<file path="config.mk">
export PLATFORM = sky130hd
export DESIGN_NAME = button_click_classifier_unit
export DESIGN_NICKNAME = d
export VERILOG_FILES = /design/src/rtl/core/bcc_pkg.sv /design/src/rtl/core/bcc_key.sv /design/src/rtl/core/button_click_classifier_unit.sv
export SDC_FILE = /design/constraint.sdc
export NUM_CORES = 1
export LEC_CHECK = 0
export BUFFER_PORTS_ARGS = -buffer_cell sky130_fd_sc_hd__buf_2
export CORE_AREA = 2 2 339 173
export CTS_BUF_LIST = sky130_fd_sc_hd__clkbuf_8
export CTS_CLUSTER_SIZE = 16
export DETAILED_ROUTE_END_ITERATION = 10
export DIE_AREA = 0 0 341 175
export PLACE_DENSITY = 0.59
export SKIP_LAST_GASP = 1
export SLEW_MARGIN = 30
export SYNTH_ARGS = -nofsm -noshare
export SYNTH_HDL_FRONTEND = slang
export SYNTH_HIERARCHICAL = 1
export SYNTH_SLANG_ARGS = --single-unit
</file>
<file path="constraint.sdc">
create_clock -name clk -period 4.9 [get_ports clk]
set_input_delay 0.245 -clock clk [delete_from_list [all_inputs] [get_ports clk]]
set_output_delay 0.245 -clock clk [all_outputs]
set_load 0.01 [all_outputs]
</file>
<file path="src/rtl/core/bcc_pkg.sv">
// Shared types and constants for the button click classifier.
// No dependencies; used by bcc_key and button_click_classifier_unit.
package bcc_pkg;

    // Field widths
    localparam int unsigned STAMP_W   = 32;
    localparam int unsigned CFG_W     = 16;
    localparam int unsigned APB_ADDR_W = 4;
    localparam int unsigned APB_DATA_W = 32;
    localparam int unsigned IN_TDATA_W  = 40;  // 34 bits of fields, padded to bytes
    localparam int unsigned OUT_TDATA_W = 8;   // 4 bits of fields, padded to bytes

    // Register indexes (paddr[3:2])
    localparam logic [1:0] REG_DEBOUNCE     = 2'd0;
    localparam logic [1:0] REG_LONG_PRESS   = 2'd1;
    localparam logic [1:0] REG_DOUBLE_CLICK = 2'd2;

    // Register reset values
    localparam logic [CFG_W-1:0] DEB_TIME_RST   = 16'd20;
    localparam logic [CFG_W-1:0] LONG_TIME_RST  = 16'd1000;
    localparam logic [CFG_W-1:0] DBL_WINDOW_RST = 16'd400;

    // Per-button phase, one-hot
    typedef enum logic [3:0] {
        PH_IDLE     = 4'b0001,
        PH_DEB_DOWN = 4'b0010,
        PH_PRESSED  = 4'b0100,
        PH_LONG     = 4'b1000
    } phase_t;

    // Event codes as carried on the result stream
    typedef enum logic [1:0] {
        EV_NONE   = 2'd0,
        EV_SHORT  = 2'd1,
        EV_LONG   = 2'd2,
        EV_DOUBLE = 2'd3
    } key_evt_t;

    // Timing configuration handed to each button machine
    typedef struct packed {
        logic [CFG_W-1:0] deb_time;
        logic [CFG_W-1:0] long_time;
        logic [CFG_W-1:0] dbl_window;
    } cfg_t;

endpackage

</file>
<file path="src/rtl/core/bcc_key.sv">
// Debounce / short / long / double-click state machine for one button.
// Depends on bcc_pkg.
module bcc_key
(
    input  logic                        clk,
    input  logic                        rst_n,
    input  logic                        step,     // consume one scan
    input  logic [bcc_pkg::STAMP_W-1:0] now_ms,
    input  logic                        down,     // button pressed in this scan
    input  bcc_pkg::cfg_t               cfg,
    output bcc_pkg::key_evt_t           evt,      // event for this scan (valid with step)
    output bcc_pkg::phase_t             phase
);

    bcc_pkg::phase_t             phase_reg, phase_next;
    logic [bcc_pkg::STAMP_W-1:0] press_stamp_reg, press_stamp_next;
    logic [bcc_pkg::STAMP_W-1:0] release_stamp_reg, release_stamp_next;
    logic [bcc_pkg::STAMP_W-1:0] hold;
    logic [bcc_pkg::STAMP_W-1:0] since_rel;
    logic [bcc_pkg::STAMP_W-1:0] deb_lim, long_lim, dbl_lim;

    // wrapping differences
    assign hold      = now_ms - press_stamp_reg;
    assign since_rel = now_ms - release_stamp_reg;
    assign deb_lim   = {{(bcc_pkg::STAMP_W-bcc_pkg::CFG_W){1'b0}}, cfg.deb_time};
    assign long_lim  = {{(bcc_pkg::STAMP_W-bcc_pkg::CFG_W){1'b0}}, cfg.long_time};
    assign dbl_lim   = {{(bcc_pkg::STAMP_W-bcc_pkg::CFG_W){1'b0}}, cfg.dbl_window};

    always_comb
    begin
        phase_next         = phase_reg;
        press_stamp_next   = press_stamp_reg;
        release_stamp_next = release_stamp_reg;
        evt                = bcc_pkg::EV_NONE;
        case (phase_reg)
            bcc_pkg::PH_IDLE:
            begin
                if (down)
                begin
                    phase_next       = bcc_pkg::PH_DEB_DOWN;
                    press_stamp_next = now_ms;
                end
            end
            bcc_pkg::PH_DEB_DOWN:
            begin
                if (!down)
                    phase_next = bcc_pkg::PH_IDLE;
                else if (hold >= deb_lim)
                    phase_next = bcc_pkg::PH_PRESSED;
            end
            bcc_pkg::PH_PRESSED:
            begin
                if (down)
                begin
                    if (hold >= long_lim)
                    begin
                        phase_next = bcc_pkg::PH_LONG;
                        evt        = bcc_pkg::EV_LONG;
                    end
                end
                else
                begin
                    // out-of-range holds give no event
                    if (hold < long_lim && hold >= deb_lim)
                    begin
                        if (since_rel <= dbl_lim)
                        begin
                            evt                = bcc_pkg::EV_DOUBLE;
                            release_stamp_next = '0;
                        end
                        else
                        begin
                            evt                = bcc_pkg::EV_SHORT;
                            release_stamp_next = now_ms;
                        end
                    end
                    phase_next = bcc_pkg::PH_IDLE;
                end
            end
            bcc_pkg::PH_LONG:
            begin
                if (!down)
                begin
                    phase_next         = bcc_pkg::PH_IDLE;
                    release_stamp_next = now_ms;
                end
            end
            default:
            begin
                phase_next = bcc_pkg::PH_IDLE;
            end
        endcase
    end

    always_ff @(posedge clk or negedge rst_n)
    begin
        if (!rst_n)
        begin
            phase_reg         <= bcc_pkg::PH_IDLE;
            press_stamp_reg   <= '0;
            release_stamp_reg <= '0;
        end
        else if (step)
        begin
            phase_reg         <= phase_next;
            press_stamp_reg   <= press_stamp_next;
            release_stamp_reg <= release_stamp_next;
        end
    end

    assign phase = phase_reg;

endmodule

</file>
<file path="src/rtl/core/button_click_classifier_unit.sv">
// Top level of the two-button click classifier: stream ports, APB registers.
// Depends on bcc_pkg and bcc_key.
//
// Each input item is one scan: a 32-bit millisecond timestamp and the raw
// active-low levels of two buttons. Every scan yields exactly one result item
// with an event code per button (none, short, long, double). The block takes
// one item per clock while m_tready is high; an accepted item waits in the input
// register and moves to the result register once that register is empty or its
// result is taken by m_tready. The per-button next-state logic in bcc_key (two
// 32-bit wrapping subtracts and three compares) lies between those two registers.
// A result waiting on m_tready does not stop the next item from entering an
// empty input register. Timestamps wrap modulo 2^32. The three timing registers
// (debounce, long press, double-click window, in ms) sit at byte addresses 0x0,
// 0x4, 0x8 and should only be written while the block is idle.
module button_click_classifier_unit
(
    input  logic                           clk,
    input  logic                           rst_n,
    // scan input
    input  logic                           s_tvalid,
    output logic                           s_tready,
    input  logic [bcc_pkg::IN_TDATA_W-1:0] s_tdata,   // [31:0] now_ms, [32] key1_level,
                                                      // [33] key2_level, [39:34] zero
    // result output
    output logic                           m_tvalid,
    input  logic                           m_tready,
    output logic [bcc_pkg::OUT_TDATA_W-1:0] m_tdata,  // [1:0] key1_event, [3:2] key2_event,
                                                      // [7:4] zero
    // APB configuration
    input  logic                           psel,
    input  logic                           penable,
    input  logic                           pwrite,
    input  logic [bcc_pkg::APB_ADDR_W-1:0] paddr,
    input  logic [bcc_pkg::APB_DATA_W-1:0] pwdata,
    output logic [bcc_pkg::APB_DATA_W-1:0] prdata,
    output logic                           pready
);

    // ---------------- configuration registers ----------------
    bcc_pkg::cfg_t cfg_reg;
    logic          cfg_wr;
    logic [1:0]    cfg_idx;

    assign pready  = 1'b1;
    assign cfg_idx = paddr[3:2];
    assign cfg_wr  = psel & penable & pwrite & pready;

    always_ff @(posedge clk or negedge rst_n)
    begin
        if (!rst_n)
        begin
            cfg_reg.deb_time   <= bcc_pkg::DEB_TIME_RST;
            cfg_reg.long_time  <= bcc_pkg::LONG_TIME_RST;
            cfg_reg.dbl_window <= bcc_pkg::DBL_WINDOW_RST;
        end
        else if (cfg_wr)
        begin
            // only the low 16 bits count; unknown indexes are dropped
            case (cfg_idx)
                bcc_pkg::REG_DEBOUNCE:     cfg_reg.deb_time   <= pwdata[15:0];
                bcc_pkg::REG_LONG_PRESS:   cfg_reg.long_time  <= pwdata[15:0];
                bcc_pkg::REG_DOUBLE_CLICK: cfg_reg.dbl_window <= pwdata[15:0];
                default: ;
            endcase
        end
    end

    always_comb
    begin
        case (cfg_idx)
            bcc_pkg::REG_DEBOUNCE:     prdata = {16'b0, cfg_reg.deb_time};
            bcc_pkg::REG_LONG_PRESS:   prdata = {16'b0, cfg_reg.long_time};
            bcc_pkg::REG_DOUBLE_CLICK: prdata = {16'b0, cfg_reg.dbl_window};
            default:                   prdata = '0;
        endcase
    end

    // ---------------- input register ----------------
    logic                        in_valid_reg;
    logic [bcc_pkg::STAMP_W-1:0] now_reg;
    logic                        key1_level_reg;
    logic                        key2_level_reg;
    logic                        advance;   // input item moves to the result register
    logic                        out_valid_reg;

    assign advance  = in_valid_reg & (~out_valid_reg | m_tready);
    assign s_tready = ~in_valid_reg | advance;

    always_ff @(posedge clk or negedge rst_n)
    begin
        if (!rst_n)
            in_valid_reg <= 1'b0;
        else if (s_tready)
            in_valid_reg <= s_tvalid;
    end

    always_ff @(posedge clk)
    begin
        if (s_tready && s_tvalid)
        begin
            now_reg        <= s_tdata[31:0];
            key1_level_reg <= s_tdata[32];
            key2_level_reg <= s_tdata[33];
        end
    end

    // ---------------- per-button machines ----------------
    bcc_pkg::key_evt_t key1_evt, key2_evt;
    bcc_pkg::phase_t   key1_phase, key2_phase;

    bcc_key u_key1
    (
        .clk    (clk),
        .rst_n  (rst_n),
        .step   (advance),
        .now_ms (now_reg),
        .down   (~key1_level_reg),
        .cfg    (cfg_reg),
        .evt    (key1_evt),
        .phase  (key1_phase)
    );

    bcc_key u_key2
    (
        .clk    (clk),
        .rst_n  (rst_n),
        .step   (advance),
        .now_ms (now_reg),
        .down   (~key2_level_reg),
        .cfg    (cfg_reg),
        .evt    (key2_evt),
        .phase  (key2_phase)
    );

    // ---------------- result register ----------------
    logic [1:0] key1_event_reg, key2_event_reg;

    always_ff @(posedge clk or negedge rst_n)
    begin
        if (!rst_n)
            out_valid_reg <= 1'b0;
        else if (advance)
            out_valid_reg <= 1'b1;
        else if (m_tready)
            out_valid_reg <= 1'b0;
    end

    always_ff @(posedge clk)
    begin
        if (advance)
        begin
            key1_event_reg <= key1_evt;
            key2_event_reg <= key2_evt;
        end
    end

    assign m_tvalid = out_valid_reg;
    assign m_tdata  = {4'b0, key2_event_reg, key1_event_reg};

    // ---------------- assertions ----------------
    // an empty input register never refuses an item
    a_ready_when_empty: assert property (@(posedge clk) disable iff (!rst_n)
        !in_valid_reg |-> s_tready)
        else $error("s_tready low with empty input register");

    // every item that leaves the input register shows up as a result
    a_advance_to_out: assert property (@(posedge clk) disable iff (!rst_n)
        advance |=> m_tvalid)
        else $error("advanced item missing at output");

    // a long-press event always leaves button one in the long phase
    a_long_phase1: assert property (@(posedge clk) disable iff (!rst_n)
        (advance && key1_evt == bcc_pkg::EV_LONG) |=> key1_phase == bcc_pkg::PH_LONG)
        else $error("button one long event without long phase");

    a_long_phase2: assert property (@(posedge clk) disable iff (!rst_n)
        (advance && key2_evt == bcc_pkg::EV_LONG) |=> key2_phase == bcc_pkg::PH_LONG)
        else $error("button two long event without long phase");

endmodule
</file>
; Word level (Yosys, flattened, before mapping)
; Index checks and enable logic that the tools add are counted.
[totals]
ff_bits = 224
inputBits = 83
output_inout_bits = 43
word_cells = 110
[classes]
add_sub_neg = 4
n_lt_le_gt_ge = 8
eq_ne = 22
muxes = 35
bitwise = 9
reduce_logical = 16
[ops]
columns = op, count
row1 = $mux 32, 8
row2 = $ge 32x16->1, 4
row3 = $pmux 32 s2, 2
row4 = $sub 32x32->32, 4
row5 = $le 32x16->1, 2
row6 = $lt 32x16->1, 2
row7 = $mux 4, 12
row8 = $pmux 16 s3, 1
row9 = $pmux 4 s4, 2
row10 = $reduce_and 5->1, 4
row11 = $mux 2, 8
row12 = $ne 2x2->1 const B, 6
row13 = $ne 3x2->1 const B, 4
row14 = $eq 4x1->1 const B, 2
row15 = $eq 4x2->1 const B, 2
row16 = $eq 4x3->1 const B, 2
row17 = $eq 4x4->1 const B, 2
row18 = $reduce_and 2->1, 3
row19 = $reduce_and 3->1, 2
row20 = $reduce_bool 2->1, 3
row21 = $ne 2x1->1 const B, 2
row22 = $not 1->1, 4
row23 = $and 1x1->1, 3
row24 = $logic_and 1x1->1, 3
row25 = other kinds (5), 7

; Logic depth before layout (Yosys ltp)
; Gate-level depths: netlist of run 1.
[depth]
depth_word = 6
mapped_depth = 24
mapped_depth_nobuf = 23

; Hierarchy
; Netlist of run 1, hierarchy kept.
[by_module_without_submodules]
columns = mod, n_inst, cells_per_inst, area_per_inst_um2, seq_area_each_um2
row1 = bcc_key (u_key1), 1, 1007, 8353.0, 1702.9
row2 = bcc_key (u_key2), 1, 996, 7704.9, 1702.9
row3 = button_click_classifier_unit, 1, 230, 3632.2, 2406.1

; Least setup slack after synthesis of run 1
; OpenSTA, ideal clock, no wires.
[synth_path]
path_type = reg-to-reg
start = register now_reg[2] (netlist bit)
end = register u_key2/release_stamp_reg[31] (netlist bit)
setup_ps = 121
t_arrival_ps = 4584
required_ps = 4779
setup_slack_ps = 195
path_stages_with_launch = 20
path_buffers = 1
synth_period_minus_slack_ps = 4705
cell_sequence = edfxtp_1 ha_1 nor2b_1 o2111a_1 o31a_1 a31oi_1 nand2_1 xor2_1 ha_1 a21oi_1 nand2_1 a211oi_1 o221ai_1 nor4_1 nand4_1 or4_1 or4b_1 o211a_2 buf_6 a22o_1
[synth_between]
elab_chain_len = 6
elab_cells_between_ends = 12
cone_classes = add/sub: 2 / order compare: 3 / eq/ne: 1 / mux: 4 / reduce/logical: 2
[synth_rtl]
columns = element, line
row1 = from (decl), button_click_classifier_unit.sv:80  ; logic [bcc_pkg::STAMP_W-1:0] now_reg;
row2 = from (signal assigned), button_click_classifier_unit.sv:101  ; now_reg <= s_tdata[31:0];
row3 = $sub 32x32->32, bcc_key.sv:24  ; assign since_rel = now_ms - release_stamp_reg;
row4 = $le 32x16->1, bcc_key.sv:66  ; if (since_rel <= dbl_lim)
row5 = $mux 32, bcc_key.sv:66
row6 = $mux 32, bcc_key.sv:64  ; if (hold < long_lim && hold >= deb_lim)
row7 = $mux 32, bcc_key.sv:53  ; if (down)
row8 = $pmux 32 s2, bcc_key.sv:35  ; case (phase_reg)
row9 = to (signal assigned), bcc_key.sv:107  ; release_stamp_reg <= release_stamp_next;
row10 = to (decl), bcc_key.sv:17  ; logic [bcc_pkg::STAMP_W-1:0] release_stamp_reg, release_stamp_next;
; Several ways; a longest one is shown, not always the timed one. The select of a mux whose other input is x is not followed.
; A chain may end at the register's enable or synchronous reset.

; Worst setup path in the final report of run 1
[layout_path]
start = register now_reg[3] (netlist bit)
end = register u_key2/release_stamp_reg[28] (netlist bit)
; Same word-level chain as after synthesis.

==> results by group, run 1 <==
Outcome
  – Status: complete, but fails checks
  – Violated checks: setup timing

Detailed routing
  – First-pass DRT Iterations: 6
  – Initial DRC Count: 2008
  – DR vias/cell: 5.57
  – Post-route ant nets: 0
  – Top layer in use: met5
  – Final wirelength: 73.5 mm
  – Routed wl met3: 8.54 mm
  – Wire length per cell: 22.0 um
  – DRC: 0
  – Routed vias: 18600
  – WL met2: 27.2 mm
  – Routed met1 length: 36.9 mm

Die
  – Die area: 0.0597 mm2
  – Initial Util: 34.7%
  – Area of the core: 0.0567 mm2
  – Die Span Y: 175 um
  – Ports: 126
  – Die X: 341 um
  – Core Rows: 62

STA
  – Final min period: 4.94 ns
  – Fmax: 0.202 GHz
  – Final Skew: 0.0332 ns
  – Final setup violation count: 31
  – Worst Hold Slack: 0.169 ns
  – Sum Neg Setup Slack: -0.853 ns
  – Measured slew at the worst slew-check pin: 0.940 ns
  – Fin. Hold Viols: 0
  – Ratio of final minimum period to clock period: 101%
  – Final Slew Violations: 0
  – Unrepaired setup endpoints after global routing: yes
  – Setup ws final: -0.0397 ns
  – Worst slew margin: 36.8%

Logic synthesis
  – Synth warnings: 6
  – Yosys top cell by area: dfrtp_1
  – Synthesis-stage register bit count: 224
  – Register area share after synthesis: 29.5%
  – Cell with the most instances after synthesis: inv_1
  – Area contributors post-synth: dfrtp_1, ha_1, edfxtp_1
  – Compound-Gate Fraction of Synth Area: 21.2%
  – Fraction of registers with async set/reset: 83.0%
  – Post-Syn Area: 0.0197 mm2
  – Synth top area share: 22.0%
  – Mux share of post-synthesis cell area: 8.45%
  – Syn Inst Count: 2233
  – Post-synth top cells: inv_1, ha_1, nand2_1
  – Largest family of logic cells by synthesized area: compound AO/OA/AOI/OAI gates
  – Xor/xnor share of the synthesized area: 4.14%
  – Simple-gate portion of the synthesized area: 14.2%
  – Top FF cell, synth: dfrtp_1
  – Post-synthesis average cell area: 8.82 um2
  – Post-synth EDFFs: 38
  – Synth Area in Adders: 14.4%
  – Synth cell types: 105

Clock tree
  – Depth of the CTS H-tree: 2
  – Clock root buffer: clkbuf_8
  – CTS Sinks: 224
  – Total CTS buffers: 40
  – Clock Path Buffers: 3
  – Clock latency on the worst-skew pair: 0.61 ns
  – TritonCTS clock tree: yes
  – Clock transition at path regs: 0.07 ns

Layout
  – Largest register FFs: 48
  – Core Util, Final: 42.7%
  – Design area: 0.0242 mm2
  – Multi-input logic area: 0.0128 mm2
  – Register Area: 0.00581 mm2
  – Non-Filler Instances: 3343
  – # nets final: 2851
  – Syn-to-layout area delta: 22.9%
  – Share of cells above drive strength 1: 22.0%
  – # fillers: 5536

Global routing
  – GR Overflow Total: 0
  – Largest net degree at the start of global routing: 135
  – Global-route wire length before repair: 108 mm
  – Vias in the first global route: 17500
  – All-Layer GR Usage: 23.6%
  – Initial antenna violation count: 2

Placed design
  – Post-DP Area: 0.0220 mm2
  – Placed wire-length estimate: 56.8 mm
  – Pre-CTS setup slack: -0.196 ns
  – Placer Congestion: 0.974
  – Placed insts: 3182
  – PortBufs: 80

Worst setup path
  – R2r endpoint: u_key2/release_stamp_reg[28]$_DFFE_PN0P_
  – Critical R2R Launch: now_reg[3]$_DFFE_PP_
  – Crit path DAT: 5.43 ns
  – WP data required: 5.39 ns
  – CP max FO: 8
  – Critical Path Start Type: flop
  – Worst Setup End Kind: flop
  – Kind of critical path: reg2reg
  – Reg2Reg Depth: 24
  – Setup slack, reg-to-reg: -0.04 ns

Min path
  – Hold Path Class: in2async

Power
  – PwrDens: 550 mW/mm2
  – Peak VDD IR: 0.000246 V
  – Final Power: 13.3 mW
  – Leak pwr: 11.0 nW

Run
  – Max_cap viols: 0
worst max-delay path: stages, from the launching register on:
cell       delay, ns
edfxtp_1        0.45
buf_4           0.17
buf_4           0.18
ha_4            0.28
o211ai_1        0.10
a21oi_2         0.22
o211ai_1        0.17
a211o_1         0.30
nor2b_1         0.15
o21ai_1         0.17
xor2_1          0.25
buf_4           0.15
ha_1            0.24
a21oi_1         0.13
o21ai_0         0.11
a31oi_1         0.25
o31ai_1         0.13
nor2_2          0.21
and3_1          0.18
and4bb_1        0.22
buf_4           0.12
o21ai_4         0.06
buf_12          0.17
clkbuf_16       0.16
a22o_1          0.23
cell type report:
type / count / area share (%)
clock inverters: 29 / 0.936
multi-input cells: 1674 / 53.1
diodes: 1 / 0.0103
inverters: 256 / 3.97
well taps: 768 / 3.97
flip-flops and latches: 224 / 24.0
repair buffers: 348 / 11.5
clock buffers: 43 / 2.45
cells in the final DEF (no fill, tap or decap), types with 18 or more instances in the layout:
master / synthesis / routed
inv_1: 256 / 260
ha_1: 220 / 207
buf_4: 27 / 192
nand2_1: 190 / 189
dfrtp_1: 173 / 173
a21oi_1: 169 / 157
o21ai_0: 172 / 142
nor2_1: 109 / 103
buf_2: 17 / 79
mux2i_1: 59 / 59
xnor2_1: 59 / 56
dlygate4sd3_1: 0 / 54
nand4_1: 53 / 53
a21o_1: 49 / 49
clkbuf_8: 0 / 44
mux2_2: 43 / 43
edfxtp_1: 38 / 38
mux2_4: 37 / 37
a22o_1: 34 / 34
o21ai_1: 9 / 31
nor3_1: 33 / 31
xor2_1: 34 / 30
o21a_1: 29 / 29
nand3_1: 29 / 29
conb_1: 2 / 21
o211ai_1: 21 / 21
nand2b_1: 20 / 18
metal layers:
| layer | track usage (%) | up-vias |
|---|---|---|
| li1 | - | 8641 |
| met1 | 37.8 | 9134 |
| met2 | 29.8 | 769 |
| met3 | 8.27 | 72 |
| met4 | 2.97 | 4 |
| met5 | 1.04 | - |
where the power goes:
| group | switching, mW | internal [mW] |
|---|---|---|
| registers | 0.531 | 2.37 |
| logic | 4.78 | 3.71 |
| clock network | 0.932 | 0.984 |
kinds of logic after synthesis:
| group | after synthesis |
|---|---|
| adder cells (fa/ha/maj) | 224 |
| flip-flops | 224 |
| AO/OA/AOI/OAI | 641 |
| AND/OR/NAND/NOR | 553 |
| multiplexers | 142 |
| other | 2 |
| XOR/XNOR | 93 |
| buffers and inverters | 354 |
worst max path at each step:
stage	depth (start not counted)	endpoint	slack [ns]	start
after global routing	26	u_key1/release_stamp_reg[11]$_DFFE_PN0P_	-0.18	now_reg[0]$_DFFE_PP_
after floorplan	19	u_key2/release_stamp_reg[31]$_DFFE_PN0P_	0.20	now_reg[2]$_DFFE_PP_
after CTS	22	u_key2/release_stamp_reg[17]$_DFFE_PN0P_	-0.001	now_reg[3]$_DFFE_PP_
final	24	u_key2/release_stamp_reg[28]$_DFFE_PN0P_	-0.04	now_reg[3]$_DFFE_PP_
after detailed placement	22	u_key2/release_stamp_reg[17]$_DFFE_PN0P_	-0.20	now_reg[1]$_DFFE_PP_
after global placement	22	u_key2/release_stamp_reg[7]$_DFFE_PN0P_	-0.16	now_reg[1]$_DFFE_PP_
repair_timing:
item / 4_1_cts / 5_1_grt
resized for setup: 17 / 112
setup buffers: 6 / 20
gates cloned: 0 / 7
hold buffers: 54 / 0
hold endpoints to repair: 135 / 0
setup endpoints to repair: 73 / 105
pin swaps: 6 / 27
(Power assumes the default switching activity.)
==> inputs of run 2 (changes only) <==
- CTS_BUF_LIST: sky130_fd_sc_hd__clkbuf_8 -> sky130_fd_sc_hd__clkbuf_4
- CTS_CLUSTER_SIZE: 16 -> 20
==> results by group, run 2 (synthesis results as in run 1) <==
Global routing
  – GR Overflow Total: 0 (unchanged)
  – Initial antenna violation count: 6 (was 2)
  – All-Layer GR Usage: 23.8% (was 23.6%)
  – Global-route wire length before repair: 109 mm (was 108 mm)
  – Vias in the first global route: 17700 (was 17500)
  – Largest net degree at the start of global routing: 135 (unchanged)

Worst setup path
  – Setup slack, reg-to-reg: -0.08 ns (was -0.04 ns)
  – Critical R2R Launch: now_reg[3]$_DFFE_PP_ (unchanged)
  – CP max FO: 22 (was 8)
  – CP max stage cell: or4b_4 (was edfxtp_1)
  – Reg2Reg Depth: 21 (was 24)
  – Critical Path Start Type: flop (unchanged)
  – WP data required: 5.57 ns (was 5.39 ns)
  – R2r endpoint: u_key2/release_stamp_reg[17]$_DFFE_PN0P_ (was u_key2/release_stamp_reg[28]$_DFFE_PN0P_)
  – CP startpoint: now_reg[3]$_DFFE_PP_ (unchanged)
  – Max incr delay on CP: 0.50 ns (was 0.45 ns)
  – Worst Setup End Kind: flop (unchanged)
  – Crit path DAT: 5.65 ns (was 5.43 ns)
  – Kind of critical path: reg2reg (unchanged)
  – CP Cell Sequence: buf_6, ha_1, a21o_1, buf_4, nand2b_1, o21ai_1, nor2b_2, buf_4, xnor2_1, ha_1, nand4_1, a2111oi_0, a211oi_2, o221ai_1, nor4_1, nand4_1, or4_4, or4b_4, o211a_4, buf_12, a22o_1 (was buf_4, buf_4, ha_4, o211ai_1, a21oi_2, o211ai_1, a211o_1, nor2b_1, o21ai_1, xor2_1, buf_4, ha_1, a21oi_1, o21ai_0, a31oi_1, o31ai_1, nor2_2, and3_1, and4bb_1, buf_4, o21ai_4, buf_12, clkbuf_16, a22o_1)

Placed design
  – PortBufs: 80 (unchanged)
  – Placed insts: 3182 (unchanged)
  – Placed wire-length estimate: 56.8 mm (unchanged)
  – Pre-CTS setup slack: -0.196 ns (unchanged)
  – Placer Congestion: 0.974 (unchanged)

Clock tree
  – Clock transition at path regs: 0.08 ns (was 0.07 ns)
  – CTS Sinks: 224 (unchanged)
  – Clock latency on the worst-skew pair: 0.82 ns (was 0.61 ns)
  – Clock root buffer: clkbuf_4 (was clkbuf_8)
  – TritonCTS clock tree: yes (unchanged)
  – Clock Path Buffers: 3 (unchanged)
  – Total CTS buffers: 58 (was 40)
  – Depth of the CTS H-tree: 2 (unchanged)

Layout
  – # fillers: 5572 (was 5536)
  – Syn-to-layout area delta: 23.0% (was 22.9%)
  – Commonest non-fill, non-tap cell in the layout: inv_1 (unchanged)
  – Commonest non-fill, non-tap cells in the layout: inv_1, ha_1, nand2_1 (was inv_1, ha_1, buf_4)
  – Multi-input logic area: 0.0128 mm2 (about the same)
  – # nets final: 2872 (was 2851)
  – Share of cells above drive strength 1: 22.6% (was 22.0%)
  – Non-Filler Instances: 3384 (was 3343)
  – Largest register FFs: 48 (unchanged)
  – Register Area: 0.00581 mm2 (unchanged)

Min path
  – Hold Path Class: in2reg (was in2async)
  – Worst hold start: s_tdata[10]
  – Hold depth: 2
  – Hold EP: now_reg[10]$_DFFE_PP_

STA
  – Final Slew Violations: 0 (unchanged)
  – Ratio of final minimum period to clock period: 102% (was 101%)
  – Setup ws final: -0.0795 ns (was -0.0397 ns)
  – Worst slew margin: 38.6% (was 36.8%)
  – Fin. Hold Viols: 0 (unchanged)
  – Final Skew: 0.0653 ns (was 0.0332 ns)
  – Final min period: 4.98 ns (was 4.94 ns)
  – Worst Hold Slack: 0.142 ns (was 0.169 ns)
  – Unrepaired setup endpoints after global routing: yes (unchanged)
  – Fmax: 0.201 GHz (was 0.202 GHz)
  – Final setup violation count: 30 (was 31)
  – Measured slew at the worst slew-check pin: 0.913 ns (was 0.940 ns)

Die
  – Area of the core: 0.0567 mm2 (unchanged)
  – Initial Util: 34.7% (unchanged)
  – Die area: 0.0597 mm2 (unchanged)
  – Die X: 341 um (unchanged)
  – Core Rows: 62 (unchanged)
  – Ports: 126 (unchanged)
  – Die Span Y: 175 um (unchanged)

Detailed routing
  – Initial DRC Count: 1849 (was 2008)
  – DRC: 0 (unchanged)
  – Post-route ant nets: 0 (unchanged)
  – DR vias/cell: 5.53 (was 5.57)
  – First-pass DRT Iterations: 5 (was 6)
  – Routed vias: 18700 (was 18600)
  – Final wirelength: 74.2 mm (was 73.5 mm)
  – Wire length per cell: 21.9 um (was 22.0 um)

Outcome
  – Status: complete, but fails checks (unchanged)
  – Violated checks: setup timing (unchanged)

Power
  – Peak VDD IR: 0.000246 V (about the same)
  – Leak pwr: 11.1 nW (was 11.0 nW)
  – Combinational power share: 64.3% (was 63.8%)
  – Switch Pwr: 6.28 mW (was 6.25 mW)
  – PwrDens: 548 mW/mm2 (was 550 mW/mm2)
  – Int Pwr: 7.00 mW (was 7.06 mW)
  – Register share of total power: 21.9% (was 21.8%)
  – Sw frac: 47.3% (was 47.0%)
  – Clk network pwr share: 13.9% (was 14.4%)

Run
  – Max_cap viols: 0 (unchanged)
-- run 2: cell type report --
class                      instances  share of cell area, %
multi-input combinational       1674                   53.0
antenna                            5                 0.0517
inverter                         256                   3.97
tap                              768                   3.97
timing repair buffer             351                   11.7
clock inverter                    25                  0.734
clock buffer                      81                   2.51
sequential                       224                   24.0
-- run 2: worst max path at each step --
stage                                               end  slack, ns  depth (start not counted)
3_3_place_gp    u_key2/release_stamp_reg[7]$_DFFE_PN0P_      -0.16                         22
2_1_floorplan  u_key2/release_stamp_reg[31]$_DFFE_PN0P_       0.20                         19
3_5_place_dp   u_key2/release_stamp_reg[17]$_DFFE_PN0P_      -0.20                         22
6_report       u_key2/release_stamp_reg[17]$_DFFE_PN0P_      -0.08                         21
4_1_cts         u_key2/release_stamp_reg[1]$_DFFE_PN0P_     -0.006                         22
5_1_grt         u_key2/release_stamp_reg[1]$_DFFE_PN0P_      -0.23                         21
-- run 2: repair_timing --
action,in CTS,in global routing
hold buffers,58,2
endpoints found under the setup margin,78,104
gates resized for setup,24,108
hold endpoints to repair,155,3
pin swaps,6,34
cloned,0,6
setup buffers,6,18
-- run 2: metrics by stage --
step	util (%)	power (mW)	cell area (um2)	setup TNS (ns)
after CTS	41.4	12.7	23500	-0.00562
final	42.7	13.3	24200	-1.30
after global placement	38.7	10.4	22000	-5.13
after floorplan	-	7.95	19800	0
after global routing	42.7	14.2	24200	-10.32
after detailed placement	38.7	10.6	22000	-5.98
-- run 2: worst max-delay path, delay by kind of cell (launching register included) --
family	cells	cell delay, ns
AND/OR/NAND/NOR	7	1.89
AO/OA/AOI/OAI	7	1.19
buffers and inverters	4	0.61
adder cells (fa/ha/maj)	2	0.52
flip-flops	1	0.47
XOR/XNOR	1	0.17
-- run 2: metal layers --
| layer | routed length [um] | track usage (%) | vias up | share of wire, % |
|---|---|---|---|---|
| met2 | 27600 | 30.0 | 795 | 37 |
| met3 | 9220 | 9.06 | 78 | 12 |
| li1 | - | - | 8727 | - |
| met4 | 783 | 3.23 | 4 | 1.1 |
| met1 | 36500 | 37.5 | 9102 | 49 |
| met5 | 98 | 1.04 | - | 0.13 |
-- run 2: power groups by stage --
| stage | sequential, mW | clock [mW] | combinational (mW) |
|---|---|---|---|
| finish | 2.90 | 1.84 | 8.53 |
| global route | 2.92 | 2.00 | 9.29 |
| CTS | 2.85 | 1.90 | 7.92 |
| detailed placement | 2.89 | 0 | 7.68 |
| global placement | 2.88 | 0 | 7.48 |
| floorplan | 2.61 | 0 | 5.35 |
